`src/rtl/oid_tn_ram.sv`:
```
module oid_tn_ram #(
  parameter int WIDTH = 8,
  parameter int DEPTH = 16,
  parameter int AW    = (DEPTH > 1) ? $clog2(DEPTH) : 1
) (
  input  logic             clk_i,
  input  logic             we_i,
  input  logic [AW-1:0]    waddr_i,
  input  logic [WIDTH-1:0] wdata_i,
  input  logic             re_i,
  input  logic [AW-1:0]    raddr_i,
  output logic [WIDTH-1:0] rdata_o
);

  logic [WIDTH-1:0] mem_q [DEPTH];
  logic [WIDTH-1:0] rdata_q;

  always_ff @(posedge clk_i) begin
    if (we_i) begin
      mem_q[waddr_i] <= wdata_i;
    end
    if (re_i) begin
      rdata_q <= mem_q[raddr_i];
    end
  end

  assign rdata_o = rdata_q;

endmodule

```
`config.mk`:
```
export PLATFORM = sky130hd
export DESIGN_NAME = oid_tn_ram
export DESIGN_NICKNAME = d
export VERILOG_FILES = /design/src/rtl/oid_tn_ram.sv
export SDC_FILE = /design/constraint.sdc
export NUM_CORES = 1
export LEC_CHECK = 0
export ABC_CLOCK_PERIOD_IN_PS = 2150
export BUFFER_PORTS_ARGS = -buffer_cell sky130_fd_sc_hd__buf_2
export CORE_ASPECT_RATIO = 0.7
export CORE_MARGIN = 5
export CORE_UTILIZATION = 38
export DETAILED_ROUTE_END_ITERATION = 8
export GPL_TIMING_DRIVEN = 0
export PLACE_DENSITY = 0.58
export SLEW_MARGIN = 0
export SYNTH_ARGS = -nofsm -noshare
export SYNTH_HDL_FRONTEND = slang
export SYNTH_SLANG_ARGS = --single-unit
```
`constraint.sdc`:
```
create_clock -name clk_i -period 2.15 [get_ports clk_i]
set_input_delay 0.43 -clock clk_i [delete_from_list [all_inputs] [get_ports clk_i]]
set_output_delay 0.43 -clock clk_i [all_outputs]
set_load 0.01 [all_outputs]
```
* Yosys cells after proc, flatten, opt, wreduce, memory -nomap -nowiden *
Memory sizes are Yosys's and may differ from the RTL's. A register that Yosys moved wholly into a read port is not among the register bits.
Cells that the tools add are included.

cells by class
  mux-type cells = 2

operators with widths
  operator           number
  two-way mux 1 bit  2

word-level totals
  bits in registers = 0
  RAM bits = 128
  output and inout port bits = 8
  memories kept = 1

memory list
  name   words  bits a word  read ports  clocked after memory_dff  write ports  line  RTL
  mem_q  16     8            1           1                         1            15    logic [WIDTH-1:0] mem_q [DEPTH];

* Longest topological paths before layout *
Gate-level depths: netlist of the first run.

  word-level depth = 2
  gate-level depth with buffers = 5
  mapped depth without buffers = 3

* Worst setup path after synthesis of the first run *
Ideal clock, no wire load.

  kind = input port to flip-flop
  start = in waddr_i[2]
  end = mem mem_q[0][0] (enable)
  setup time = 0.383 ns
  arrival = 1.540 ns
  path slack = 0.227 ns
  stages on the path = 2
  path buffers = 0
  cells stage by stage = or3b_2 nor3_1

RTL lines
  item         line  RTL
  from (decl)  8     input logic [AW-1:0] waddr_i,
  to (decl)    15

No word-level cell before the write port.

* Final worst setup path of the first run *
  start = in waddr_i[2]
  end = mem mem_q[0][4] (enable)

No word-level cell before the write port.

==> parameters.txt, run 1 <==
Parameter                              Value

Run status
  Result of the run ... complete, no violations

Synthesis
  Distinct cell type count of the synthesized netlist ... 18
  Top cells by count, synth ... sky130_fd_sc_hd__edfxtp_1, sky130_fd_sc_hd__mux4_2, sky130_fd_sc_hd__a22oi_1, sky130_fd_sc_hd__mux4_1, sky130_fd_sc_hd__nor2_1
  Number of enable-type register cells in the synthesized netlist ... ~140
  Netlist area before placement ... 5230 µm²
  Mapped Nets ... 248
  Primary FF master, synth ... sky130_fd_sc_hd__edfxtp_1
  Fraction of post-synthesis cell area in the top cell type by area ... 0.781
  Library cell with the highest instance count after synthesis ... sky130_fd_sc_hd__edfxtp_1
  Synth area leaders ... sky130_fd_sc_hd__edfxtp_1, sky130_fd_sc_hd__mux4_2, sky130_fd_sc_hd__mux4_1
  Post-Synthesis Cells ... between 200 and 250
  Async set-or-reset flop fraction in the synthesized netlist ... 0
  Register bit total from synthesis ... approximately 140
  Synthesized area divided by synthesized cell count ... roughly 23 µm²
  Synth warnings ... 0
  Cell accounting for the most synthesized area ... sky130_fd_sc_hd__edfxtp_1
  Seq/Total Area, Yosys ... 0.781

Cells and area
  Final standard cell area without fillers ... a little over 6000 µm²
  Fraction of final layout cells with drive strength greater than 1 ... 0.296
  Final net count ... ~300
  Area growth syn-to-layout ... 18.6%
  Post-layout instance count excluding filler cells ... about 470
  Diodes inserted ... 0

Clocking
  Number of levels in the clock H-tree ... 4
  Post-CTS setup buffer count ... 0
  Clock transition at the registers of the reported paths ... around 60 ps
  Inserted Clock Buffers ... 17
  Number of instances resized during post-cts repair ... 0
  Clock tree from TritonCTS ... built
  Clock Tree Root ... sky130_fd_sc_hd__clkbuf_16
  Max Buffers Root-to-Sink ... 2
  Count of hold buffers inserted by post-cts repair ... 0
  Clock latency at the later pin of the worst-skew pair ... between 400 and 500 ps
  Sink Count ... 136

Timing
  Min setup slack post-route ... between 60 and 70 ps
  Clock Skew ... a little over 8 ps
  Slew at the pin closest to its max-slew limit ... approximately 1300 ps
  Final sum of negative setup slack ... 0 ps
  Final Max Tran Viols ... 0
  Final Hold Vio Count ... 0
  Relative max-transition margin ... 0.109
  Final worst hold slack ... 350 ps
  Tcrit/Tclk final ... 0.969
  Min cycle time layout ... 2080 ps
  Number of endpoints failing setup at the final stage ... 0
  Peak Freq ... between 400 and 500 MHz
  RSZ-0062 raised after global routing ... no

Detailed routing
  Detail-routed net length per standard cell ... ~23 µm
  Total vias in the final route ... between 2000 and 3000
  Routed Wire Length ... roughly 11000 µm
  Number of detailed-route iterations in the first pass ... 5
  DR DRC count ... 0
  Detail-routed via count per cell ... 5.30
  Iteration-0 DRC count of the detailed router ... roughly 170
  Number of nets with antenna violations after routing ... 0

Setup path
  Register-to-Register Path Depth ... 3
  Kind of critical path ... input port to register
  Critical path required time ... 2170 ps
  Worst Setup End Kind ... register
  Startpoint type of the worst setup path ... input port
  Biggest fanout along the worst timing path ... 8
  Data arrival time at the worst-slack endpoint ... ~2100 ps

GRT
  Total global routing overflow ... 0
  Number of antenna violations at the first check in global routing ... 0
  Via count of the first global-routing pass ... ~2500
  Largest net degree at the start of global routing ... 17
  Total global routing track utilization ... 0.143
  Wire length of the first global-routing pass ... 16300 µm

Pwr
  Clock network power share ... 0.477
  Power dissipated by switching net loads ... between 0.001 and 0.0015 W
  Internal power summed over all cells ... just over 0.005 W
  Power per standard cell area ... approximately 1000 nW/µm²
  Static Leakage ... about 2 nW
  Combinational share of power ... 0.047
  Share of total power in sequential cells ... 0.476
  Net switching share of the total power ... 0.202
  Worst voltage drop across the vdd grid ... ~690 µV

Run
  Count of max-cap constraint violations ... 0

Place
  Placed instance count ... 439
  Final estimated routing congestion in global placement ... about 0.75
  DP HPWL ... roughly 6900 µm
  Placed standard-cell area ... between 5000 and 6000 µm²
  Placement Setup Slack ... -363 ps
  Buffers on Ports ... 25

Floorplan
  Die X ... about 150 µm
  # rows ... 35
  Vertical extent of the die ... 108 µm
  Io pins ... 27
  Initial core utilization ... 0.393
  Floorplan die area ... about 16000 µm²
  Core Region ... 13300 µm²

Hold path
  Hold Crit Depth ... 1
  Hold Path Class ... input port to register
==> cells in the final DEF, fill, tap and decap left out, types with 2 or more instances in the layout <==
master	count
sky130_fd_sc_hd__mux4_1	14
sky130_fd_sc_hd__bufinv_16	4
sky130_fd_sc_hd__nand3b_1	2
sky130_fd_sc_hd__nor2_1	13
sky130_fd_sc_hd__clkbuf_16	17
sky130_fd_sc_hd__nor3_1	4
sky130_fd_sc_hd__nand2_1	9
sky130_fd_sc_hd__nand2b_1	2
sky130_fd_sc_hd__clkinv_2	4
sky130_fd_sc_hd__clkinvlp_4	5
sky130_fd_sc_hd__mux4_2	18
sky130_fd_sc_hd__buf_2	28
sky130_fd_sc_hd__buf_6	3
sky130_fd_sc_hd__edfxtp_1	136
sky130_fd_sc_hd__a22oi_1	16
sky130_fd_sc_hd__clkdlybuf4s25_2	3
==> power by group through the flow <==
stage / clock [W] / sequential [W] / combinational [W]
after floorplan: 0 / 0.00306 / 0.000151
after global placement: 0 / 0.00305 / 0.000293
after detailed placement: 0 / 0.00306 / 0.000297
after CTS: 0.00302 / 0.00300 / 0.000298
after global routing: 0.00316 / 0.00300 / 0.000319
final: 0.00300 / 0.00300 / 0.000296
==> kinds of logic (layout without fill, tap and decap cells) <==
group | count (synthesis) | in the layout | synth area share
compound gates | 16 | 16 | 0.0230
buf+inv | 10 | 68 | 0.0165
flops | 136 | 136 | 0.781
mux | 32 | 32 | 0.148
simple gates | 35 | 35 | 0.0314
==> sequential cells by signal, summed over array words and instances, names as in the netlist <==
signal	flops
rdata_o	8
mem_q	128
==> area by class of cell <==
class / instances / area [µm²]
Fill cell: 1156 / 7110
Timing Repair Buffer: 26 / 130
Tap cell: 185 / 231
Sequential cell: 136 / 4080
Multi-Input combinational cell: 83 / 1060
Buffer: 10 / 86.3
Clock inverter: 14 / 181
Clock buffer: 18 / 429
==> worst paths after layout <==
| path | startpoint | slack (ps) | to |
|---|---|---|---|
| worst min register to register | mem_q[11][1]$_DFFE_PP_ | 770 | rdata_o[1]$_DFFE_PP_ |
| worst max-delay path | waddr_i[2] | 70 | mem_q[0][4]$_DFFE_PP_ |
| worst min-delay path | re_i | 350 | rdata_o[2]$_DFFE_PP_ |
| worst max register to register | mem_q[6][3]$_DFFE_PP_ | 600 | rdata_o[3]$_DFFE_PP_ |
==> routing by layer <==
metal | vias to the layer above | routed length (µm) | track usage
li1 | 1073 | - | -
met1 | 1325 | 5580 | 0.228
met4 | 0 | 144 | 0.0490
met5 | - | 0 | 0
met2 | 89 | 4460 | 0.186
met3 | 16 | 487 | 0.0406
==> stage by stage <==
| stage | power (W) | utilization |
|---|---|---|
| after detailed placement | 0.00335 | 0.419 |
| after global routing | 0.00648 | 0.466 |
| after floorplan | 0.00321 | - |
| after global placement | 0.00335 | 0.419 |
| final | 0.00630 | 0.466 |
| after CTS | 0.00632 | 0.465 |
==> critical path: stages <==
cell and delay (ps):
sky130_fd_sc_hd__buf_2 130, sky130_fd_sc_hd__or3b_2 510, sky130_fd_sc_hd__nor3_1 1020
(Power assumes the default switching activity.)
==> run 2: changes to the inputs <==
CTS_BUF_LIST = sky130_fd_sc_hd__clkbuf_2   (was unset)
==> run 2 against run 1 <==
Sequential cell count unchanged; worst hold slack got worse by 270 ps; via count fell by 4.2%; sequential share of layout area is 3.8 points higher; utilization decreased by 2.5 points; die area is the same; global-route usage decreased by 0.16 points; routed wire length is 0.96% lower.
==> parameters.txt, run 2 (same netlist as run 1, synthesis figures left out) <==
Parameter                              Value

Cells and area
  Leading cell types in the layout, fill and taps excluded ... sky130_fd_sc_hd__edfxtp_1, sky130_fd_sc_hd__buf_2, sky130_fd_sc_hd__mux4_2, sky130_fd_sc_hd__clkbuf_2, sky130_fd_sc_hd__a22oi_1
  Filler cell count ... approximately 1200
  Final net count ... 292
  Fraction of final layout cells with drive strength greater than 1 ... 0.301
  Area growth syn-to-layout ... 12.1%
  Most frequent standard cell in the layout excluding fill and tap cells ... sky130_fd_sc_hd__edfxtp_1
  Max FFs per register ... 128
  Diodes inserted ... 0
  Final Core Density ... 0.440
  Biggest register ... mem_q

Clocking
  Number of levels in the clock H-tree ... 4
  Clock Tree Root ... sky130_fd_sc_hd__clkbuf_2
  Inserted Clock Buffers ... 17
  Clock transition at the registers of the reported paths ... 200 ps
  Count of hold buffers inserted by post-cts repair ... 0
  Clock tree from TritonCTS ... built
  Post-CTS setup buffer count ... 0
  Number of instances resized during post-cts repair ... 0
  Sink Count ... ~140
  Clock latency at the later pin of the worst-skew pair ... 670 ps
  Max Buffers Root-to-Sink ... 2

Floorplan
  # rows ... 35
  Die X ... 150 µm
  Floorplan die area ... 16200 µm²
  Core Region ... about 13000 µm²
  Initial core utilization ... 0.393
  Vertical extent of the die ... roughly 110 µm
  Io pins ... 27

Detailed routing
  Iteration-0 DRC count of the detailed router ... between 200 and 250
  Number of nets with antenna violations after routing ... 0
  Detail-routed via count per cell ... between 5 and 6
  DR DRC count ... 0
  Detail-routed net length per standard cell ... roughly 22 µm
  Number of detailed-route iterations in the first pass ... 4
  Routed Wire Length ... ~11000 µm
  Total vias in the final route ... ~2400

GRT
  Via count of the first global-routing pass ... approximately 2400
  Largest net degree at the start of global routing ... 17
  Number of antenna violations at the first check in global routing ... 0
  Total global routing overflow ... 0
  Wire length of the first global-routing pass ... 16100 µm
  Total global routing track utilization ... 0.142

Setup path
  Data arrival time at the worst-slack endpoint ... roughly 2100 ps
  Biggest fanout along the worst timing path ... 8
  Crit path max-delay cell type ... sky130_fd_sc_hd__nor3_1
  Critical Path Max Stage Delay ... 1020 ps
  Register-to-Register Path Depth ... 3
  Cell-by-cell listing of the critical path ... buf_2 -> or3b_2 -> nor3_1
  Cell class contributing the biggest share of worst-path delay ... simple AND/OR/NAND/NOR gates
  Kind of critical path ... input port to register
  Register-to-Register Setup Slack ... 620 ps
  Number of buffer and inverter instances along the worst setup path ... 1
  Worst Setup End Kind ... register
  CP Depth ... 3
  Startpoint type of the worst setup path ... input port
  Critical path required time ... around 2400 ps

Timing
  Final worst hold slack ... ~80 ps
  Min setup slack post-route ... about 340 ps
  Tcrit/Tclk final ... 0.844
  Clock Skew ... between 20 and 30 ps
  Min cycle time layout ... roughly 1800 ps
  Number of endpoints failing setup at the final stage ... 0
  RSZ-0062 raised after global routing ... no
  Slew at the pin closest to its max-slew limit ... 1330 ps
  Relative max-transition margin ... 0.108
  Final Hold Vio Count ... 0
  Peak Freq ... roughly 550 MHz
  Final Max Tran Viols ... 0

Pwr
  Static Leakage ... about 1.9 nW
  Power per standard cell area ... ~850 nW/µm²
  Worst voltage drop across the vdd grid ... roughly 630 µV

Place
  Final estimated routing congestion in global placement ... 0.745
  Placement Setup Slack ... -363 ps
  DP HPWL ... 6860 µm
  Buffers on Ports ... 25

Run
  Count of max-cap constraint violations ... 0

Run status
  Result of the run ... complete, no violations

Hold path
  Hold Crit Depth ... 1
  Hold Path Class ... input port to register
-- run 2: cell count changes in the layout (fill, tap and decap cells not counted) --
cell	before	now
sky130_fd_sc_hd__nor3_2	0	1
sky130_fd_sc_hd__clkbuf_1	1	0
sky130_fd_sc_hd__nor3_1	4	3
sky130_fd_sc_hd__clkbuf_16	17	0
sky130_fd_sc_hd__clkbuf_2	1	18
-- run 2: path summary, 6_finish.rpt --
path / from / endpoint
min: re_i / rdata_o[3]$_DFFE_PP_
max reg2reg: mem_q[5][0]$_DFFE_PP_ / rdata_o[0]$_DFFE_PP_
min reg2reg: mem_q[8][3]$_DFFE_PP_ / rdata_o[3]$_DFFE_PP_
max: waddr_i[2] / mem_q[0][4]$_DFFE_PP_
-- run 2: layout make-up --
type	count	area (µm²)	area share
Timing Repair Buffer	25	125	0.0213
Clock buffer	18	90.1	0.0154
Multi-Input combinational cell	83	1060	0.181
Sequential cell	136	4080	0.697
Buffer	10	86.3	0.0147
Tap cell	185	231	0.0395
Clock inverter	14	181	0.0310
-- run 2: metrics by stage --
step / total power (W) / instance area (µm²) / setup TNS (ps) / std cells
after detailed placement: 0.00335 / 5580 / -4580 / 439
final: 0.00496 / 5860 / 0 / 471
after global placement: 0.00335 / 5580 / -4480 / 439
after floorplan: 0.00321 / 5230 / 0 / 229
after global routing: 0.00514 / 5860 / 0 / 471
after CTS: 0.00499 / 5860 / 0 / 471
-- run 2: power breakdown --
part           switching, W  total (W)  internal (W)
Clock              0.000914    0.00167      0.000753
Sequential        0.0000115    0.00299       0.00298
Combinational      0.000178   0.000293      0.000115
-- run 2: worst reg2reg max path, cell delays in order (launching register included) --
cell and delay (ps):
sky130_fd_sc_hd__edfxtp_1 410, sky130_fd_sc_hd__mux4_1 570, sky130_fd_sc_hd__a22oi_1 230, sky130_fd_sc_hd__nand2_1 100
-- run 2: metal layers --
layer | track usage | share of wire
met2 | 0.185 | 0.43
met1 | 0.228 | 0.46
met4 | 0.0372 | 0.0016
met5 | 0 | 0
met3 | 0.0419 | 0.11
==> run 3: changes to the inputs <==
ABC_CLOCK_PERIOD_IN_PS = 1600   (was 2150)
PLACE_DENSITY = 0.6   (was 0.58)
clock period = 1.6 ns   (was 2.15 ns; I/O delays follow)
==> run 3 against run 2 <==
Combinational power increased by 41%; via count increased by 2.5%; worst hold slack got worse by 15 ps; total power increased by 30%; utilization increased by 0.32 points; cell count increased by 1.5%; critical path type is now register to register; largest cell class unchanged; largest power group unchanged; highest routed layer unchanged.
==> parameters.txt, run 3 (same netlist as run 1, synthesis figures left out) <==
Parameter                              Value

Run status
  Result of the run ... complete, no violations

Setup path
  Register-to-Register Path Depth ... 3
  Register-to-Register Setup Slack ... around 65 ps
  Critical path required time ... approximately 2000 ps
  Kind of critical path ... register to register
  Startpoint type of the worst setup path ... register
  Worst Setup End Kind ... register
  Crit Reg-Reg Endpoint ... rdata_o[0]$_DFFE_PP_
  Data arrival time at the worst-slack endpoint ... 1970 ps
  Biggest fanout along the worst timing path ... 1
  Reg2reg start ... mem_q[15][0]$_DFFE_PP_

GRT
  Via count of the first global-routing pass ... ~2500
  Largest net degree at the start of global routing ... 17
  Wire length of the first global-routing pass ... approximately 16000 µm
  Total global routing track utilization ... 0.141
  Total global routing overflow ... 0
  Number of antenna violations at the first check in global routing ... 0

Hold path
  Hold Crit Depth ... 1
  Hold Path Class ... input port to register
  Worst hold path endpoint ... mem_q[0][7]$_DFFE_PP_
  Hold Crit Start ... wdata_i[7]

Floorplan
  Core Region ... approximately 13000 µm²
  Die X ... 150 µm
  # rows ... 35
  Floorplan die area ... around 16000 µm²
  Vertical extent of the die ... 108 µm
  Initial core utilization ... 0.393
  Io pins ... 27

Timing
  Min cycle time layout ... roughly 1500 ps
  Final Hold Vio Count ... 0
  Peak Freq ... between 600 and 700 MHz
  Number of endpoints failing setup at the final stage ... 0
  Clock Skew ... between 20 and 25 ps
  Relative max-transition margin ... 0.126
  Slew at the pin closest to its max-slew limit ... between 1000 and 1500 ps
  Tcrit/Tclk final ... 0.959
  Final Max Tran Viols ... 0
  Min setup slack post-route ... 65.5 ps
  RSZ-0062 raised after global routing ... yes
  Final sum of negative setup slack ... 0 ps

Detailed routing
  Detail-routed net length per standard cell ... 22.5 µm
  Detail-routed via count per cell ... 5.14
  Number of nets with antenna violations after routing ... 0
  Total vias in the final route ... 2457
  Iteration-0 DRC count of the detailed router ... roughly 180
  Routed Wire Length ... roughly 11000 µm
  Number of detailed-route iterations in the first pass ... 4
  DR DRC count ... 0

Pwr
  Overall power of the completed layout ... ~0.0064 W
  Static Leakage ... roughly 1.9 nW
  Power per standard cell area ... 1090 nW/µm²
  Worst voltage drop across the vdd grid ... 517 µV

Clocking
  Max Buffers Root-to-Sink ... 2
  Inserted Clock Buffers ... 17
  Clock tree from TritonCTS ... built
  Clock latency at the later pin of the worst-skew pair ... ~670 ps
  Sink Count ... roughly 140
  Clock transition at the registers of the reported paths ... about 190 ps
  Number of levels in the clock H-tree ... 4
  Post-CTS setup buffer count ... 0
  Clock Tree Root ... sky130_fd_sc_hd__clkbuf_2

Cells and area
  Final Core Density ... 0.443
  Area growth syn-to-layout ... 12.9%
  Final standard cell area without fillers ... 5900 µm²
  Final net count ... ~300
  Biggest register ... mem_q
  Leading cell types in the layout, fill and taps excluded ... sky130_fd_sc_hd__edfxtp_1, sky130_fd_sc_hd__buf_2, sky130_fd_sc_hd__mux4_2
  Most frequent standard cell in the layout excluding fill and tap cells ... sky130_fd_sc_hd__edfxtp_1
  Fraction of final layout cells with drive strength greater than 1 ... 0.276
  Diodes inserted ... 0
  Max FFs per register ... around 130

Place
  Final estimated routing congestion in global placement ... between 0.7 and 0.8
  Buffers on Ports ... 25
  Placement Setup Slack ... -521 ps
  DP HPWL ... 6950 µm
  Placed standard-cell area ... 5600 µm²

Run
  Count of max-cap constraint violations ... 0
-- run 3: cell types whose count changed in the layout (fill, tap and decap cells not counted), moves of 2 or more --
cell / delta
sky130_fd_sc_hd__buf_8: +2
sky130_fd_sc_hd__clkinv_2: -2
sky130_fd_sc_hd__buf_6: -2
sky130_fd_sc_hd__dlygate4sd3_1: +8
sky130_fd_sc_hd__clkinv_1: +5
sky130_fd_sc_hd__clkinvlp_4: -3
-- run 3: worst max-delay path by stage --
stage                                      start                     to  slack, ps
after global routing        rdata_o[7]$_DFFE_PP_             rdata_o[7]        -40
after global placement                waddr_i[2]  mem_q[8][3]$_DFFE_PP_       -550
after CTS                   rdata_o[5]$_DFFE_PP_             rdata_o[5]          6
after detailed placement              waddr_i[2]  mem_q[8][2]$_DFFE_PP_       -520
final                     mem_q[15][0]$_DFFE_PP_   rdata_o[0]$_DFFE_PP_         70
after floorplan                       raddr_i[0]   rdata_o[1]$_DFFE_PP_          4
-- run 3: final cells by class --
cell class | instances | area, µm²
multi-input cells | 83 | 1060
fillers | 1173 | 7410
repair buffers | 34 | 213
well taps | 185 | 231
clock inverters | 13 | 138
clock buffers | 17 | 85.1
plain buffers | 10 | 93.8
flip-flops and latches | 136 | 4080
-- run 3: metal layers --
metal / share of wire / GRT usage / routed length, µm
met5: 0 / 0 / 0
met4: 0.013 / 0.0574 / 136
met3: 0.070 / 0.0352 / 758
met2: 0.43 / 0.191 / 4610
met1: 0.49 / 0.218 / 5280
-- run 3: per-stage QoR --
stage               instances  hold WS (ps)
finish                    478          64.5
global route              478          2.29
CTS                       477          19.4
detailed placement        439           678
global placement          439           670
floorplan                 229           419
-- run 3: worst max-delay path: stages (launching register included) --
cell,delay [ps]
sky130_fd_sc_hd__edfxtp_1,400
sky130_fd_sc_hd__mux4_2,520
sky130_fd_sc_hd__a22oi_1,260
sky130_fd_sc_hd__nand2_1,130
-- run 3: power breakdown --
group / switching, W / leakage [nW] / internal, W / total, W
sequential: 0.0000160 / 1.24 / 0.00401 / 0.00402
clock: 0.00119 / 0.131 / 0.000816 / 0.00200
combinational: 0.000243 / 0.556 / 0.000170 / 0.000413
-- run 3: timing repair --
action	CTS	global route
hold buffers	8	0
setup endpoints to repair	0	9
resized for setup	0	1
hold endpoints to repair	71	0
