`config.mk`:
```
export PLATFORM = sky130hd
export DESIGN_NAME = oid_tn_search
export DESIGN_NICKNAME = d
export VERILOG_FILES = /design/src/rtl/oid_tn_pkg.sv /design/src/rtl/oid_tn_search.sv
export SDC_FILE = /design/constraint.sdc
export NUM_CORES = 1
export LEC_CHECK = 0
export BUFFER_PORTS_ARGS = -buffer_cell sky130_fd_sc_hd__buf_2
export CORE_MARGIN = 3
export CORE_UTILIZATION = 46
export CTS_BUF_LIST = sky130_fd_sc_hd__clkbuf_8
export CTS_CLUSTER_DIAMETER = 30
export DETAILED_ROUTE_END_ITERATION = 10
export PLACE_DENSITY_LB_ADDON = 0.25
export SLEW_MARGIN = 20
export SYNTH_ARGS = -nofsm -noshare
export SYNTH_HDL_FRONTEND = slang
export SYNTH_SLANG_ARGS = --single-unit
```
`constraint.sdc`:
```
create_clock -name clk_i -period 4.5 [get_ports clk_i]
set_clock_uncertainty 0.15 [all_clocks]
set_input_delay 0.225 -clock clk_i [delete_from_list [all_inputs] [get_ports clk_i]]
set_output_delay 0.225 -clock clk_i [all_outputs]
set_load 0.005 [all_outputs]
```
`src/rtl/oid_tn_pkg.sv`:
```
package oid_tn_pkg;

  localparam int SMALL_ENTRIES_DEF = 1024;
  localparam int BIG_ENTRIES_DEF   = 1024;
  localparam int ROOT_COUNT        = 3;
  localparam int LINEAR_LIMIT      = 6;
  localparam int KEY_W             = 32;
  localparam int LINK_W            = 46;
  localparam int ENTRY_W           = KEY_W + LINK_W;

  typedef enum logic [1:0] {
    OP_LOOKUP   = 2'd0,
    OP_WR_SMALL = 2'd1,
    OP_WR_BIG   = 2'd2
  } opcode_e;

  typedef struct packed {
    logic [7:0]  name_length;
    logic [15:0] name_offset;
    logic        child_in_big;
    logic [10:0] child_count;
    logic [9:0]  child_start;
  } link_t;

  typedef struct packed {
    logic [KEY_W-1:0] key;
    link_t            link;
  } entry_t;

  typedef struct packed {
    logic             start;
    logic [KEY_W-1:0] key;
    logic [9:0]       range_start;
    logic [10:0]      range_count;
    logic             range_in_big;
  } srch_req_t;

  typedef struct packed {
    logic  done;
    logic  hit;
    link_t link;
  } srch_rsp_t;

  typedef enum logic [1:0] {
    SR_IDLE,
    SR_ISSUE,
    SR_CMP,
    SR_MISS
  } srch_state_e;

  typedef enum logic [1:0] {
    TP_IDLE,
    TP_SEARCH,
    TP_DELIVER
  } top_state_e;

endpackage

```
`src/rtl/oid_tn_search.sv`:
```
module oid_tn_search
  import oid_tn_pkg::*;
#(
  parameter int SMALL_ENTRIES = SMALL_ENTRIES_DEF,
  parameter int BIG_ENTRIES   = BIG_ENTRIES_DEF,
  parameter int SAW = (SMALL_ENTRIES > 1) ? $clog2(SMALL_ENTRIES) : 1,
  parameter int BAW = (BIG_ENTRIES > 1) ? $clog2(BIG_ENTRIES) : 1
) (
  input  logic                   clk_i,
  input  logic                   rst_ni,
  input  srch_req_t              req_i,
  output srch_rsp_t              rsp_o,
  output logic                   rd_en_o,
  output logic [SAW-1:0]         small_raddr_o,
  output logic [BAW-1:0]         big_raddr_o,
  input  logic [ENTRY_W-1:0]     small_rdata_i,
  input  logic [ENTRY_W-1:0]     big_rdata_i
);

  localparam int SW  = $clog2(SMALL_ENTRIES + 1);
  localparam int BW  = $clog2(BIG_ENTRIES + 1);
  localparam int MW  = (SW > BW) ? SW : BW;
  localparam int IW  = (MW > 11) ? MW : 11;

  srch_state_e      state_q, state_d;
  logic [IW-1:0]    lo_q, lo_d, end_q, end_d, probe_q, probe_d;
  logic [KEY_W-1:0] key_q, key_d;
  logic             in_big_q, in_big_d, binary_q, binary_d;

  logic [IW-1:0]    start_x, cnt_x, size_x, avail, clip, mid, probe_inc;
  entry_t           entry;

  always_comb begin
    start_x   = IW'(req_i.range_start);
    cnt_x     = IW'(req_i.range_count);
    size_x    = req_i.range_in_big ? IW'(BIG_ENTRIES) : IW'(SMALL_ENTRIES);
    avail     = size_x - start_x;
    if (start_x >= size_x) begin
      clip = '0;
    end else if (cnt_x > avail) begin
      clip = avail;
    end else begin
      clip = cnt_x;
    end
    mid       = lo_q + ((end_q - lo_q) >> 1);
    probe_inc = probe_q + IW'(1);
    entry     = in_big_q ? entry_t'(big_rdata_i) : entry_t'(small_rdata_i);
  end

  always_comb begin
    state_d = state_q;
    case (state_q)
      SR_IDLE: begin
        if (req_i.start) begin
          state_d = (clip == '0) ? SR_MISS : SR_ISSUE;
        end
      end
      SR_ISSUE: state_d = SR_CMP;
      SR_CMP: begin
        if (entry.key == key_q) begin
          state_d = SR_IDLE;
        end else if (entry.key < key_q) begin
          state_d = (probe_inc >= end_q) ? SR_IDLE : SR_ISSUE;
        end else if (!binary_q || probe_q <= lo_q) begin
          state_d = SR_IDLE;
        end else begin
          state_d = SR_ISSUE;
        end
      end
      SR_MISS: state_d = SR_IDLE;
      default: state_d = SR_IDLE;
    endcase
  end

  always_comb begin
    lo_d          = lo_q;
    end_d         = end_q;
    probe_d       = probe_q;
    key_d         = key_q;
    in_big_d      = in_big_q;
    binary_d      = binary_q;
    rd_en_o       = 1'b0;
    rsp_o         = '0;
    rsp_o.link    = entry.link;
    case (state_q)
      SR_IDLE: begin
        if (req_i.start) begin
          lo_d     = start_x;
          end_d    = start_x + clip;
          key_d    = req_i.key;
          in_big_d = req_i.range_in_big;
          binary_d = !req_i.range_in_big && (clip >= IW'(LINEAR_LIMIT));
        end
      end
      SR_ISSUE: begin
        probe_d = binary_q ? mid : lo_q;
        rd_en_o = 1'b1;
      end
      SR_CMP: begin
        if (entry.key == key_q) begin
          rsp_o.done = 1'b1;
          rsp_o.hit  = 1'b1;
        end else if (entry.key < key_q) begin
          lo_d       = probe_inc;
          rsp_o.done = (probe_inc >= end_q);
        end else if (!binary_q || probe_q <= lo_q) begin
          rsp_o.done = 1'b1;
        end else begin
          end_d = probe_q;
        end
      end
      SR_MISS: rsp_o.done = 1'b1;
      default: ;
    endcase
  end

  assign small_raddr_o = probe_d[SAW-1:0];
  assign big_raddr_o   = probe_d[BAW-1:0];

  always_ff @(posedge clk_i or negedge rst_ni) begin
    if (!rst_ni) begin
      state_q <= SR_IDLE;
    end else begin
      state_q <= state_d;
    end
  end

  always_ff @(posedge clk_i) begin
    lo_q     <= lo_d;
    end_q    <= end_d;
    probe_q  <= probe_d;
    key_q    <= key_d;
    in_big_q <= in_big_d;
    binary_q <= binary_d;
  end

  ap_probe_in_range: assert property (@(posedge clk_i) disable iff (!rst_ni)
    state_q == SR_CMP |-> (probe_q >= lo_q) && (probe_q < end_q))
    else $error("probe outside search range");

  ap_issue_nonempty: assert property (@(posedge clk_i) disable iff (!rst_ni)
    state_q == SR_ISSUE |-> lo_q < end_q)
    else $error("probe issued on empty range");

  ap_small_bound: assert property (@(posedge clk_i) disable iff (!rst_ni)
    (state_q == SR_CMP && !in_big_q) |-> end_q <= IW'(SMALL_ENTRIES))
    else $error("small table range beyond table");

  ap_big_linear: assert property (@(posedge clk_i) disable iff (!rst_ni)
    (state_q == SR_CMP && in_big_q) |-> !binary_q)
    else $error("big table range searched by halving");

endmodule

```
# Word-level counts from Yosys, hierarchy flattened
# Index checks and enable logic that the tools add are counted.
# totals
ff_bits	69
inputBits	213
output_inout_bits	69
elab_cells	66
# op_classes
add_sub_neg	5
magnitude_cmp	6
n_eq_ne	9
muxes	28
n_reduce_logical	10
# op_table
op	n
$mux 11	10
$mux 78	1
$pmux 11 s2	2
$eq 32x32->1	1
$lt 32x32->1	1
$add 10x11->11	1
$add 11x1->11 const B	1
$add 11x10->11	1
$ge 10x11->1 const B	1
$ge 11x11->1	1
$ge 11x3->1 const B	1
$gt 11x11->1	1
$le 11x11->1	1
$logic_not 11->1	1
$sub 11x10->11 const A	1
$sub 11x11->11	1
$mux 1	10
$mux 10	1
$ne 2x2->1 const B	5
$pmux 2 s4	1
$reduce_and 5->1	1
$eq 2x2->1 const B	2
$mux 2	2
$reduce_and 4->1	1
8 further kinds	9

# Depth between registers and ports, before layout
# Gate-level depths: netlist of the first run.
# depth
ltp_word	8
mapped_depth	23
mapped_depth_nobuf	22

# Worst setup path before layout of the first run
# Ideal clock, no wire load.
# synth_timing
kind	input to register
startpoint	in req_i[13] (netlist name)
endpoint	reg end_q[10] (data pin)
setup_time_ns	0.270
arrival_ns	4.828
t_required_ns	4.080
slack_ns	-0.748
stages	21
path_buffers	1
path_cell_list	inv_1 ha_1 or4b_4 or4_4 or3_1 ha_1 nand4_1 nor2_1 nand2_1 o32a_1 a2bb2oi_4 buf_6 mux2_4 fa_1 a21o_1 nand2_1 a21oi_1 o41ai_1 o21ai_0 xnor2_1 a21oi_1
# synth_via
elab_chain_len	7
elab_cells_between_ends	8
classes_between	add/sub (2); order compare (2); mux (4)
# synth_lines
element	line_no	source
start, declared	oid_tn_search.sv:11	input srch_req_t req_i,
$sub 11x10->11	oid_tn_search.sv:37	avail = size_x - start_x;
$gt 11x11->1	oid_tn_search.sv:40	end else if (cnt_x > avail) begin
$mux 11	oid_tn_search.sv:40	
$mux 11	oid_tn_search.sv:38	if (start_x >= size_x) begin
$add 10x11->11 *	oid_tn_search.sv:89	end_d = start_x + clip;
$mux 11 *	oid_tn_search.sv:87	if (req_i.start) begin
$pmux 11 s2 *	oid_tn_search.sv:85	case (state_q)
via end_d[10]	oid_tn_search.sv:26	logic [IW-1:0] lo_q, lo_d, end_q, end_d, probe_q, probe_d;
end signal, assigned	oid_tn_search.sv:130	end_q <= end_d;
end, declared	oid_tn_search.sv:26	
# Mark *: on every way through the listed nets, which the timed path passes. The rest lies on a longest branch. The select of a mux whose other input is x is not followed.
# A chain may end at the register's enable or synchronous reset.

# Worst setup path after layout of the first run
# layout_timing
startpoint	in req_i[12] (netlist name)
endpoint	reg end_q[10] (data pin)
# The elaborated chain is that of the path after synthesis.

==> results of run 1 <==
stage by stage:
stage / setup WS [ns] / total power (W)
after CTS: -0.1312 / 0.005676
after detailed placement: -0.6839 / 0.005036
after global routing: -0.3243 / 0.006312
after floorplan: -0.4594 / 0.004089
after global placement: -0.6277 / 0.004942
final: -0.1906 / 0.005716
cells in the final DEF (no fill, tap or decap), types with 6 or more instances in the layout:
| cell | netlist | layout |
|---|---|---|
| a21o_1 | 18 | 18 |
| a21oi_1 | 48 | 44 |
| buf_2 | 1 | 279 |
| buf_4 | 10 | 72 |
| clkbuf_8 | 0 | 9 |
| dfxtp_1 | 10 | 10 |
| diode_2 | 0 | 6 |
| dlygate4sd3_1 | 0 | 34 |
| edfxtp_1 | 57 | 57 |
| ha_1 | 95 | 91 |
| inv_1 | 75 | 74 |
| mux2_2 | 79 | 79 |
| mux2i_1 | 17 | 17 |
| nand2_1 | 73 | 71 |
| nand2b_1 | 6 | 6 |
| nand3_1 | 15 | 15 |
| nand4_1 | 11 | 11 |
| nor2_1 | 26 | 24 |
| nor3_1 | 15 | 14 |
| o21ai_0 | 36 | 31 |
| xnor2_1 | 25 | 25 |
| xor2_1 | 16 | 16 |
what timing repair did:
| item | 4_1_cts | 5_1_grt |
|---|---|---|
| endpoints found under the setup margin | 4 | 9 |
| gates resized for setup | 8 | 13 |
| pin swaps | 10 | 7 |
| hold buffers | 34 | 0 |
| hold endpoints to repair | 35 | 0 |
| setup buffers | 15 | 3 |
registers in the layout, summed over array words and instances, names as in the netlist:
signal,count
binary_q,1
end_q,11
in_big_q,1
key_q,32
lo_q,11
probe_q,11
state_q,2
layer usage:
layer / up-vias / global-route usage [%] / share of wire, %
li1: 3425 / - / -
met1: 3157 / 32.06 / 41
met2: 221 / 49.94 / 51
met3: 34 / 3.570 / 5.0
met4: 0 / 8.524 / 2.8
met5: - / 0 / 0
power groups by stage:
| stage | clock, W | combinational (W) | sequential, W |
|---|---|---|---|
| 2_1_floorplan | 0 | 0.00293 | 0.00116 |
| 4_1_cts | 0.000595 | 0.00383 | 0.00125 |
| 3_5_place_dp | 0 | 0.00378 | 0.00126 |
| 5_1_grt | 0.000635 | 0.00440 | 0.00128 |
| 3_3_place_gp | 0 | 0.00369 | 0.00125 |
| 6_report | 0.000588 | 0.00387 | 0.00125 |
critical path, delay by kind of cell:
kind | cells | cell delay [ns]
xor+xnor | 1 | 0.13
fa+ha+maj | 3 | 0.66
compound gates | 4 | 0.46
simple gates | 7 | 1.62
buf+inv | 13 | 1.51
Yosys cell counts (7+ instances only):
cell type | count | share of area (%)
a21o_1 | 18 | 1.9
a21oi_1 | 48 | 3.5
buf_1 | 7 | 0.38
buf_4 | 10 | 1.1
clkbuf_1 | 11 | 0.59
dfxtp_1 | 10 | 2.9
edfxtp_1 | 57 | 25
ha_1 | 95 | 17
inv_1 | 75 | 4.1
mux2_2 | 79 | 13
mux2i_1 | 17 | 2.5
nand2_1 | 73 | 3.9
nand3_1 | 15 | 1.1
nand4_1 | 11 | 0.99
nor2_1 | 26 | 1.4
nor3_1 | 15 | 1.1
o21ai_0 | 36 | 2.6
xnor2_1 | 25 | 3.2
xor2_1 | 16 | 2.0
layout make-up:
| class | instances | area (um2) |
|---|---|---|
| Tap cell | 184 | 230.2 |
| Fill cell | 1216 | 4947 |
| Antenna cell | 6 | 15.01 |
| Multi-Input combinational cell | 567 | 4653 |
| Clock buffer | 9 | 123.9 |
| Sequential cell | 69 | 1962 |
| Inverter | 75 | 299.0 |
| Timing Repair Buffer | 388 | 2315 |
| Clock inverter | 7 | 98.84 |
worst paths after layout:
check / start / to
setup / recovery: req_i[12] / end_q[10]$_DFFE_PP_
hold / removal: rst_ni / state_q[1]$_DFFE_PN0P_
setup reg to reg: in_big_q$_DFFE_PP_ / end_q[5]$_DFFE_PP_
hold reg to reg: probe_q[9]$_DFF_P_ / probe_q[9]$_DFF_P_
max in group asynchronous: rst_ni / state_q[0]$_DFFE_PN0P_
min in group clk_i: req_i[1] / state_q[1]$_DFFE_PN0P_
cells by family (layout without fill, tap and decap cells):
group / after synthesis / in the layout / share of synthesized area, %
buffers and inverters: 105 / 479 / 6.345
XOR/XNOR: 41 / 41 / 5.173
multiplexers: 99 / 99 / 15.92
AO/OA/AOI/OAI: 142 / 142 / 13.07
other: 0 / 6 / 0
AND/OR/NAND/NOR: 187 / 187 / 13.25
flip-flops: 69 / 69 / 28.26
adder cells (fa/ha/maj): 98 / 98 / 17.99
==> reports/qor.csv, run 1 <==
metric;value;unit
ant_nets;0;
hpwl;19190;um
power_switching;0.002517;W
synth.distinct_cells;58;
p_leak;4.820;nW
start_util;47.40;%
yosys_warnings;0;
clock_power_share;10.3;%
hold-worst-slack;0.02889;ns
cp.arrival;4.62;ns
critPathKind;primary input to flop;
dieArea;16600;um2
cpMaxStageDelayCell;or4b_4;
cp-end-kind;flop;
dp_cells;1231;
tightestPinTransition;1.006;ns
power_frac_seq;21.9;%
p_comb_share;67.8;%
cts_tree;yes;
netlist_instances;741;
ys_seq_area_share;28.26;%
synth_area;6942;um2
critical-path-max-stage-delay;0.46;ns
path_max_fanout;3;
switching_share;44.03;%
clk_pin_slew_worst_paths;0.08;ns
hold_path.class;primary input to asynchronous set/reset pin;
ir_drop;0.4147;mV
final_nets;1421;
port_buffers;281;
rsz0062_at_grt;yes;
layout-drive-gt1-share;42.96;%
vias;6837;
setup_violations;5;
die_w;128.8;um
min_period_over_period;104.2;%
grt_pass1_vias;6551;
htreeDepth;3;
wl;23050;um
die_h;128.8;um
fin_area;9697;um2
dr.pass1.iters;5;
async_flop_share;2.899;%
utilization;66.22;%
final_cells;1305;
overflow;0;
rows;44;
layout_min_cycle_time;4.691;ns
cts_buffers;9;
clock_path_buffers;2;
synth_flop_cell;edfxtp_1;
hold_violations;0;
core-area;14640;um2
area.growth.synth_to_final;39.69;%
status;finished with violations;
io_pins;282;
violations;negative setup slack;
clock-sinks;69;
via_per_inst;5.239;
clock-root-buffer;clkbuf_8;
timing.final.max_slew_violations;0;
syn_nets;1052;
r2r_cells;11;
fmax;213.2;MHz
cp-start-kind;primary input;
synth_edf_count;57;
p_int;0.003199;W
reg2reg_setup_slack;0.58;ns
powerDensity;589.5;nW/um2
groute.usage.overall;26.93;%
crit_top_cell;buf_4;
grt_max_degree;39;
routabilityCongestion;0.9504;
maxCapViolCount;0;
route.detailed.drc;0;
fin_ws;-0.1906;ns
drtIter0Drc;340;
avgRoutedWirePerCell;17.67;um
relSlewSlack;32.92;%
syn_area_per_cell;9.368;um2
grt_pass1_wl;34180;um
placed_area;8909;um2
clock_latency;0.37;ns
required;4.43;ns
ys_seq_elements;69;
antenna_found_initial;8;
setup-tns-final;-0.5688;ns
(Power assumes the default switching activity.)
==> run 2, diff against run 1 <==
==> constraint.sdc (replaced) <==
create_clock -name clk_i -period 4.5 [get_ports clk_i]
set_clock_uncertainty 0.15 [all_clocks]
set_input_delay 0.675 -clock clk_i [delete_from_list [all_inputs] [get_ports clk_i]]
set_output_delay 0.675 -clock clk_i [all_outputs]
set_load 0.005 [all_outputs]
==> run 2 against run 1 <==
The flow still finishes with violations (negative setup slack). Combinational power rose by 11%. Total power grew 6.5%. Setup slack worse by 0.40 ns. Flip-flop and latch count unchanged. Register-to-register slack better by 0.45 ns. Largest power group unchanged. Highest routed layer unchanged.
==> reports/qor.csv, run 2 (synthesis gave the netlist of run 1 again) <==
metric;value;unit;change
critical-path-max-stage-delay;0.46;ns;about the same
status;finished with violations;;
top_register;key_q;;
antenna_found_initial;7;;-1
ant_nets;0;;unchanged
dr.pass1.iters;5;;unchanged
fin_area;9577;um2;-1.2%
power;0.006089;W;+6.5%
cts_buffers;9;;unchanged
grt_pass1_vias;6360;;-2.9%
routabilityCongestion;0.8409;;-12%
layout_min_cycle_time;5.092;ns;+0.4016 ns
setup_violations;8;;+3
fmax;196.4;MHz;-7.9%
final_cell_mix;279 x buf_2, 89 x ha_1, 79 x mux2_2, 75 x buf_4, 72 x inv_1;;
clock_latency;0.37;ns;about the same
place_ws;-1.146;ns;-0.4621 ns
violations;negative setup slack;;
tightestPinTransition;1.005;ns;-0.0007652 ns
relSlewSlack;32.81;%;-0.11 points
placed_area;8989;um2;+0.90%
overflow;0;;unchanged
multi_input_area;4761;um2;+2.3%
die_w;128.8;um;unchanged
avgRoutedWirePerCell;17.26;um;-2.3%
p_leak;4.767;nW;-1.1%
rsz0062_at_grt;yes;;
vias;6675;;-2.4%
maxCapViolCount;0;;unchanged
area.growth.synth_to_final;37.96;%;
powerDensity;635.8;nW/um2;+7.9%
clock-root-buffer;clkbuf_8;;
layout-drive-gt1-share;46.88;%;+3.9 points
final_common_cell;buf_2;;
cp_cell_sequence;buf_12 > inv_12 > ha_4 > or4b_4 > or4_4 > or3_4 > ha_4 > nand4_1 > nor2_1 > nand2_1 > o32a_1 > a2bb2oi_4 > mux2_4 > fa_2 > a21o_1 > nand2_1 > a21oi_2 > o41ai_2 > o21ai_1 > xnor2_1 > a21oi_1;;
hold-worst-slack;0.3253;ns;+0.2964 ns
cp.arrival;5.02;ns;+0.40 ns
start_util;47.40;%;unchanged
cp-start-kind;primary input;;
ir_drop;0.4574;mV;+10%
core-area;14640;um2;unchanged
clock_path_buffers;2;;unchanged
hpwl;18550;um;-3.3%
route.detailed.drc;0;;unchanged
hold_path.class;primary input to flop;;
grt_pass1_wl;32590;um;-4.7%
fillCellCount;1215;;-0.082%
htreeDepth;3;;unchanged
cts_tree;yes;;
grt_max_degree;56;;+44%
fin_ws;-0.5922;ns;-0.4016 ns
via_per_inst;5.223;;-0.31%
port_buffers;281;;unchanged
crit_buf_inv;2;;-11
cpMaxStageDelayCell;or4b_4;;
cp-end-kind;flop;;
critPathKind;primary input to flop;;
largest_reg_flops;32;;unchanged
clock-sinks;69;;unchanged
clk_pin_slew_worst_paths;0.08;ns;about the same
groute.usage.overall;25.67;%;-1.3 points
final_nets;1397;;-1.7%
dieArea;16600;um2;unchanged
seq_area;1962;um2;unchanged
die_h;128.8;um;unchanged
required;4.43;ns;about the same
drtIter0Drc;315;;-7.4%
min_period_over_period;113.2;%;+8.9 points
timing.final.max_slew_violations;0;;unchanged
wl;22060;um;-4.3%
cp_top_family;simple AND/OR/NAND/NOR gates;;
rows;44;;unchanged
io_pins;282;;unchanged
path_max_fanout;5;;+2
hold_violations;0;;unchanged
run 2: timing repair:
action,4_1_cts,5_1_grt
pin swaps,11,30
hold buffers,1,0
resized for setup,19,37
buffers inserted,7,11
endpoints found under the setup margin,15,20
gates cloned,0,1
hold endpoints to repair,2,0
run 2: report_power, final:
part	total, W	switching (W)	leakage, nW	internal [W]
logic	0.00428	0.00218	4.02	0.00209
registers	0.00124	0.000228	0.649	0.00101
clock network	0.000569	0.000261	0.101	0.000309
total	0.00609	0.00267	4.77	0.00342
run 2: worst paths after layout:
kind | cells past startpoint | end | slack (ns) | from
hold reg to reg | 1 | probe_q[10]$_DFFE_PP_ | 0.48 | lo_q[10]$_SDFFCE_PN0P_
min in group asynchronous | 2 | state_q[1]$_DFFE_PN0P_ | 0.47 | rst_ni
max in group asynchronous | 2 | state_q[0]$_DFFE_PN0P_ | 3.63 | rst_ni
setup / recovery | 21 | end_q[10]$_DFFE_PP_ | -0.59 | req_i[12]
hold / removal | 1 | key_q[6]$_DFFE_PP_ | 0.33 | req_i[28]
setup reg to reg | 11 | probe_q[10]$_DFFE_PP_ | 1.03 | end_q[1]$_DFFE_PP_
run 2: routing by layer:
metal  part of all wire (%)  global-route usage (%)
met1                     43                   31.63
met2                     50                   46.01
met3                    5.0                   3.944
met4                    2.2                   7.968
met5                      0                       0
run 2: metrics by stage:
| stage | cells | util, % | setup TNS, ns |
|---|---|---|---|
| 6_report | 1278 | 65.40 | -3.794 |
| 5_1_grt | 1278 | 65.40 | -5.338 |
| 4_1_cts | 1263 | 63.70 | -3.627 |
| 3_5_place_dp | 1240 | 61.38 | -7.893 |
| 3_3_place_gp | 1240 | 61.38 | -7.157 |
| 2_1_floorplan | 741 | - | -5.560 |
run 2: area by class of cell:
class | count | area share (%)
multi-input combinational | 567 | 49.71
clock buffer | 9 | 1.293
timing repair buffer | 364 | 21.95
antenna | 4 | 0.1045
sequential | 69 | 20.49
inverter | 75 | 3.123
tap | 184 | 2.404
clock inverter | 6 | 0.9276
==> run 3, diff against run 2 <==
--- a/config.mk
+++ b/config.mk
@@ -6,5 +6,5 @@
 export NUM_CORES = 1
 export LEC_CHECK = 0
-export BUFFER_PORTS_ARGS = -buffer_cell sky130_fd_sc_hd__buf_2
+export BUFFER_PORTS_ARGS = -buffer_cell sky130_fd_sc_hd__buf_4
 export CORE_MARGIN = 3
 export CORE_UTILIZATION = 46
--- a/constraint.sdc
+++ b/constraint.sdc
@@ -3,3 +3,3 @@
 set_input_delay 0.675 -clock clk_i [delete_from_list [all_inputs] [get_ports clk_i]]
 set_output_delay 0.675 -clock clk_i [all_outputs]
-set_load 0.005 [all_outputs]
+set_load 0.01 [all_outputs]
==> run 3 against run 2 <==
The run still ends with negative setup slack left. First-iteration DRC count shrank 14%. Die area stayed put. Utilization up 3.4 points. Combinational power increased by 3%. Via count increased by 0.25%. Final cell count fell by 0.86%. Cell area increased by 5.2%. Clock power fell by 20%. Critical endpoint is now end_q[8]$_DFFE_PP_.
==> reports/qor.csv, run 3 (synthesis gave the netlist of run 1 again) <==
metric;value;unit;change
status;finished with violations;;
violations;negative setup slack;;
hold_path.class;primary input to flop;;
holdPathEnd;key_q[30]$_DFFE_PP_;;
dp_cells;1232;;-0.65%
min_period_over_period;114.0;%;+0.88 points
largest_reg_flops;32;;unchanged
cp-end-kind;flop;;
rsz0062_at_grt;yes;;
die_h;128.8;um;unchanged
required;4.43;ns;about the same
timing.final.max_slew_violations;0;;unchanged
rows;44;;unchanged
tightestPinTransition;1.024;ns;+0.01906 ns
vias;6692;;+0.25%
r2r_cells;12;;+1
timing.rr.end;end_q[5]$_DFFE_PP_;;
clock_latency;0.36;ns;about the same
relSlewSlack;31.70;%;-1.1 points
port_buffers;281;;unchanged
core-area;14640;um2;unchanged
route.detailed.drc;0;;unchanged
reg2reg_setup_slack;0.55;ns;-0.48 ns
power;0.006121;W;+0.53%
multi_input_area;4701;um2;-1.3%
final_cells;1267;;-0.86%
clock-root-buffer;clkbuf_8;;
final_cell_mix;349 x buf_4, 90 x ha_1, 79 x mux2_2, 73 x nand2_1, 72 x inv_1;;
critical-path-max-stage-delay;0.46;ns;about the same
final_common_cell;buf_4;;
clock-sinks;69;;unchanged
cpMaxStageDelayCell;or4b_4;;
wl;22870;um;+3.7%
clock_path_buffers;2;;unchanged
io_pins;282;;unchanged
cts_tree;yes;;
hold_depth;1;;unchanged
dieArea;16600;um2;unchanged
overflow;0;;unchanged
fin_area;10080;um2;+5.2%
place_ws;-1.164;ns;-0.01758 ns
dr.pass1.iters;4;;-1
setup_violations;8;;unchanged
cp.arrival;5.06;ns;+0.04 ns
top_register;key_q;;
grt_pass1_vias;6372;;+0.19%
area.growth.synth_to_final;45.19;%;
placed_area;9632;um2;+7.2%
avgRoutedWirePerCell;18.05;um;+4.6%
grt_max_degree;42;;-25%
hpwl;19140;um;+3.2%
maxCapViolCount;0;;unchanged
layout-drive-gt1-share;45.29;%;-1.6 points
fin_ws;-0.6320;ns;-0.03973 ns
ir_drop;0.4317;mV;-5.6%
p_leak;4.918;nW;+3.2%
cp-start-kind;primary input;;
start_util;47.40;%;unchanged
hold_violations;0;;unchanged
ant_nets;0;;unchanged
powerDensity;607.4;nW/um2;-4.5%
hold-worst-slack;0.3327;ns;+0.007416 ns
fillCellCount;1230;;+1.2%
cts_buffers;9;;unchanged
via_per_inst;5.282;;+1.1%
seq_area;1962;um2;unchanged
cp_cell_sequence;buf_12 > inv_12 > ha_4 > or4b_4 > or4_4 > or3_4 > ha_4 > nand4_1 > nor2_1 > nand2_1 > o32a_1 > a2bb2oi_4 > mux2_4 > fa_2 > a21o_1 > nand2_1 > a21oi_2 > o41ai_2 > buf_4 > xor2_1 > a21oi_1;;
routabilityCongestion;0.8356;;-0.63%
htreeDepth;3;;unchanged
path_max_fanout;5;;unchanged
antenna_found_initial;1;;-6
final_nets;1388;;-0.64%
hold_start;req_i[52];;
clk_pin_slew_worst_paths;0.08;ns;about the same
fmax;194.9;MHz;-0.77%
layout_min_cycle_time;5.132;ns;+0.03973 ns
drtIter0Drc;270;;-14%
rr_startpoint;in_big_q$_DFFE_PP_;;
die_w;128.8;um;unchanged
groute.usage.overall;26.12;%;+0.45 points
grt_pass1_wl;33330;um;+2.3%
critPathKind;primary input to flop;;
[run 3: cell type report]
cell class	count	area share [%]
Sequential cell	69	19.47
Inverter	75	2.967
Tap cell	184	2.284
Clock inverter	7	0.4221
Timing Repair Buffer	355	26.96
Multi-Input combinational cell	567	46.64
Antenna cell	1	0.02483
Clock buffer	9	1.229
[run 3: how the worst max path moves through the flow]
stage / from / to / slack, ns / cells past startpoint
5_1_grt: req_i[12] / end_q[8]$_DFFE_PP_ / -0.83 / 21
3_5_place_dp: req_i[12] / end_q[8]$_DFFE_PP_ / -1.16 / 23
6_report: req_i[12] / end_q[8]$_DFFE_PP_ / -0.63 / 21
4_1_cts: req_i[12] / end_q[8]$_DFFE_PP_ / -0.65 / 21
2_1_floorplan: req_i[12] / end_q[10]$_DFFE_PP_ / -0.91 / 21
3_3_place_gp: req_i[12] / end_q[8]$_DFFE_PP_ / -1.06 / 23
[run 3: timing repair]
item,4_1_cts,5_1_grt
hold buffers,1,0
pin swaps,16,12
endpoints found under the hold margin,2,0
cloned,0,1
endpoints found under the setup margin,15,21
buffers inserted,6,11
gates resized for setup,14,22
[run 3: critical path: cells and delay by family]
kind / cells / cell delay [ns]
and+or+nand+nor: 7 / 1.68
AOI/OAI and AO/OA: 6 / 1.17
adders and majority gates: 3 / 0.75
buffers and inverters: 3 / 0.32
muxes: 1 / 0.32
xor gates and xnor gates: 1 / 0.13
[run 3: through the flow]
step           util (%)  TNS (ns)
2_1_floorplan         -    -5.560
3_5_place_dp      65.77    -7.992
6_report          68.82    -3.811
5_1_grt           68.82    -5.396
3_3_place_gp      65.77    -6.869
4_1_cts           67.63    -3.822
[run 3: report_power, final]
part	switching, W	leakage (nW)	total (W)	internal (W)
combinational	0.00225	4.18	0.00442	0.00217
clock	0.000262	0.0841	0.000458	0.000196
sequential	0.000230	0.649	0.00124	0.00101
total	0.00274	4.92	0.00612	0.00338
[run 3: metal layers]
metal | vias to the layer above | global-route usage (%) | share of wire [%]
met5 | - | 0 | 0
met4 | 0 | 6.053 | 1.2
met3 | 20 | 5.064 | 6.5
met2 | 229 | 48.35 | 51
met1 | 3091 | 31.08 | 41
li1 | 3352 | - | -
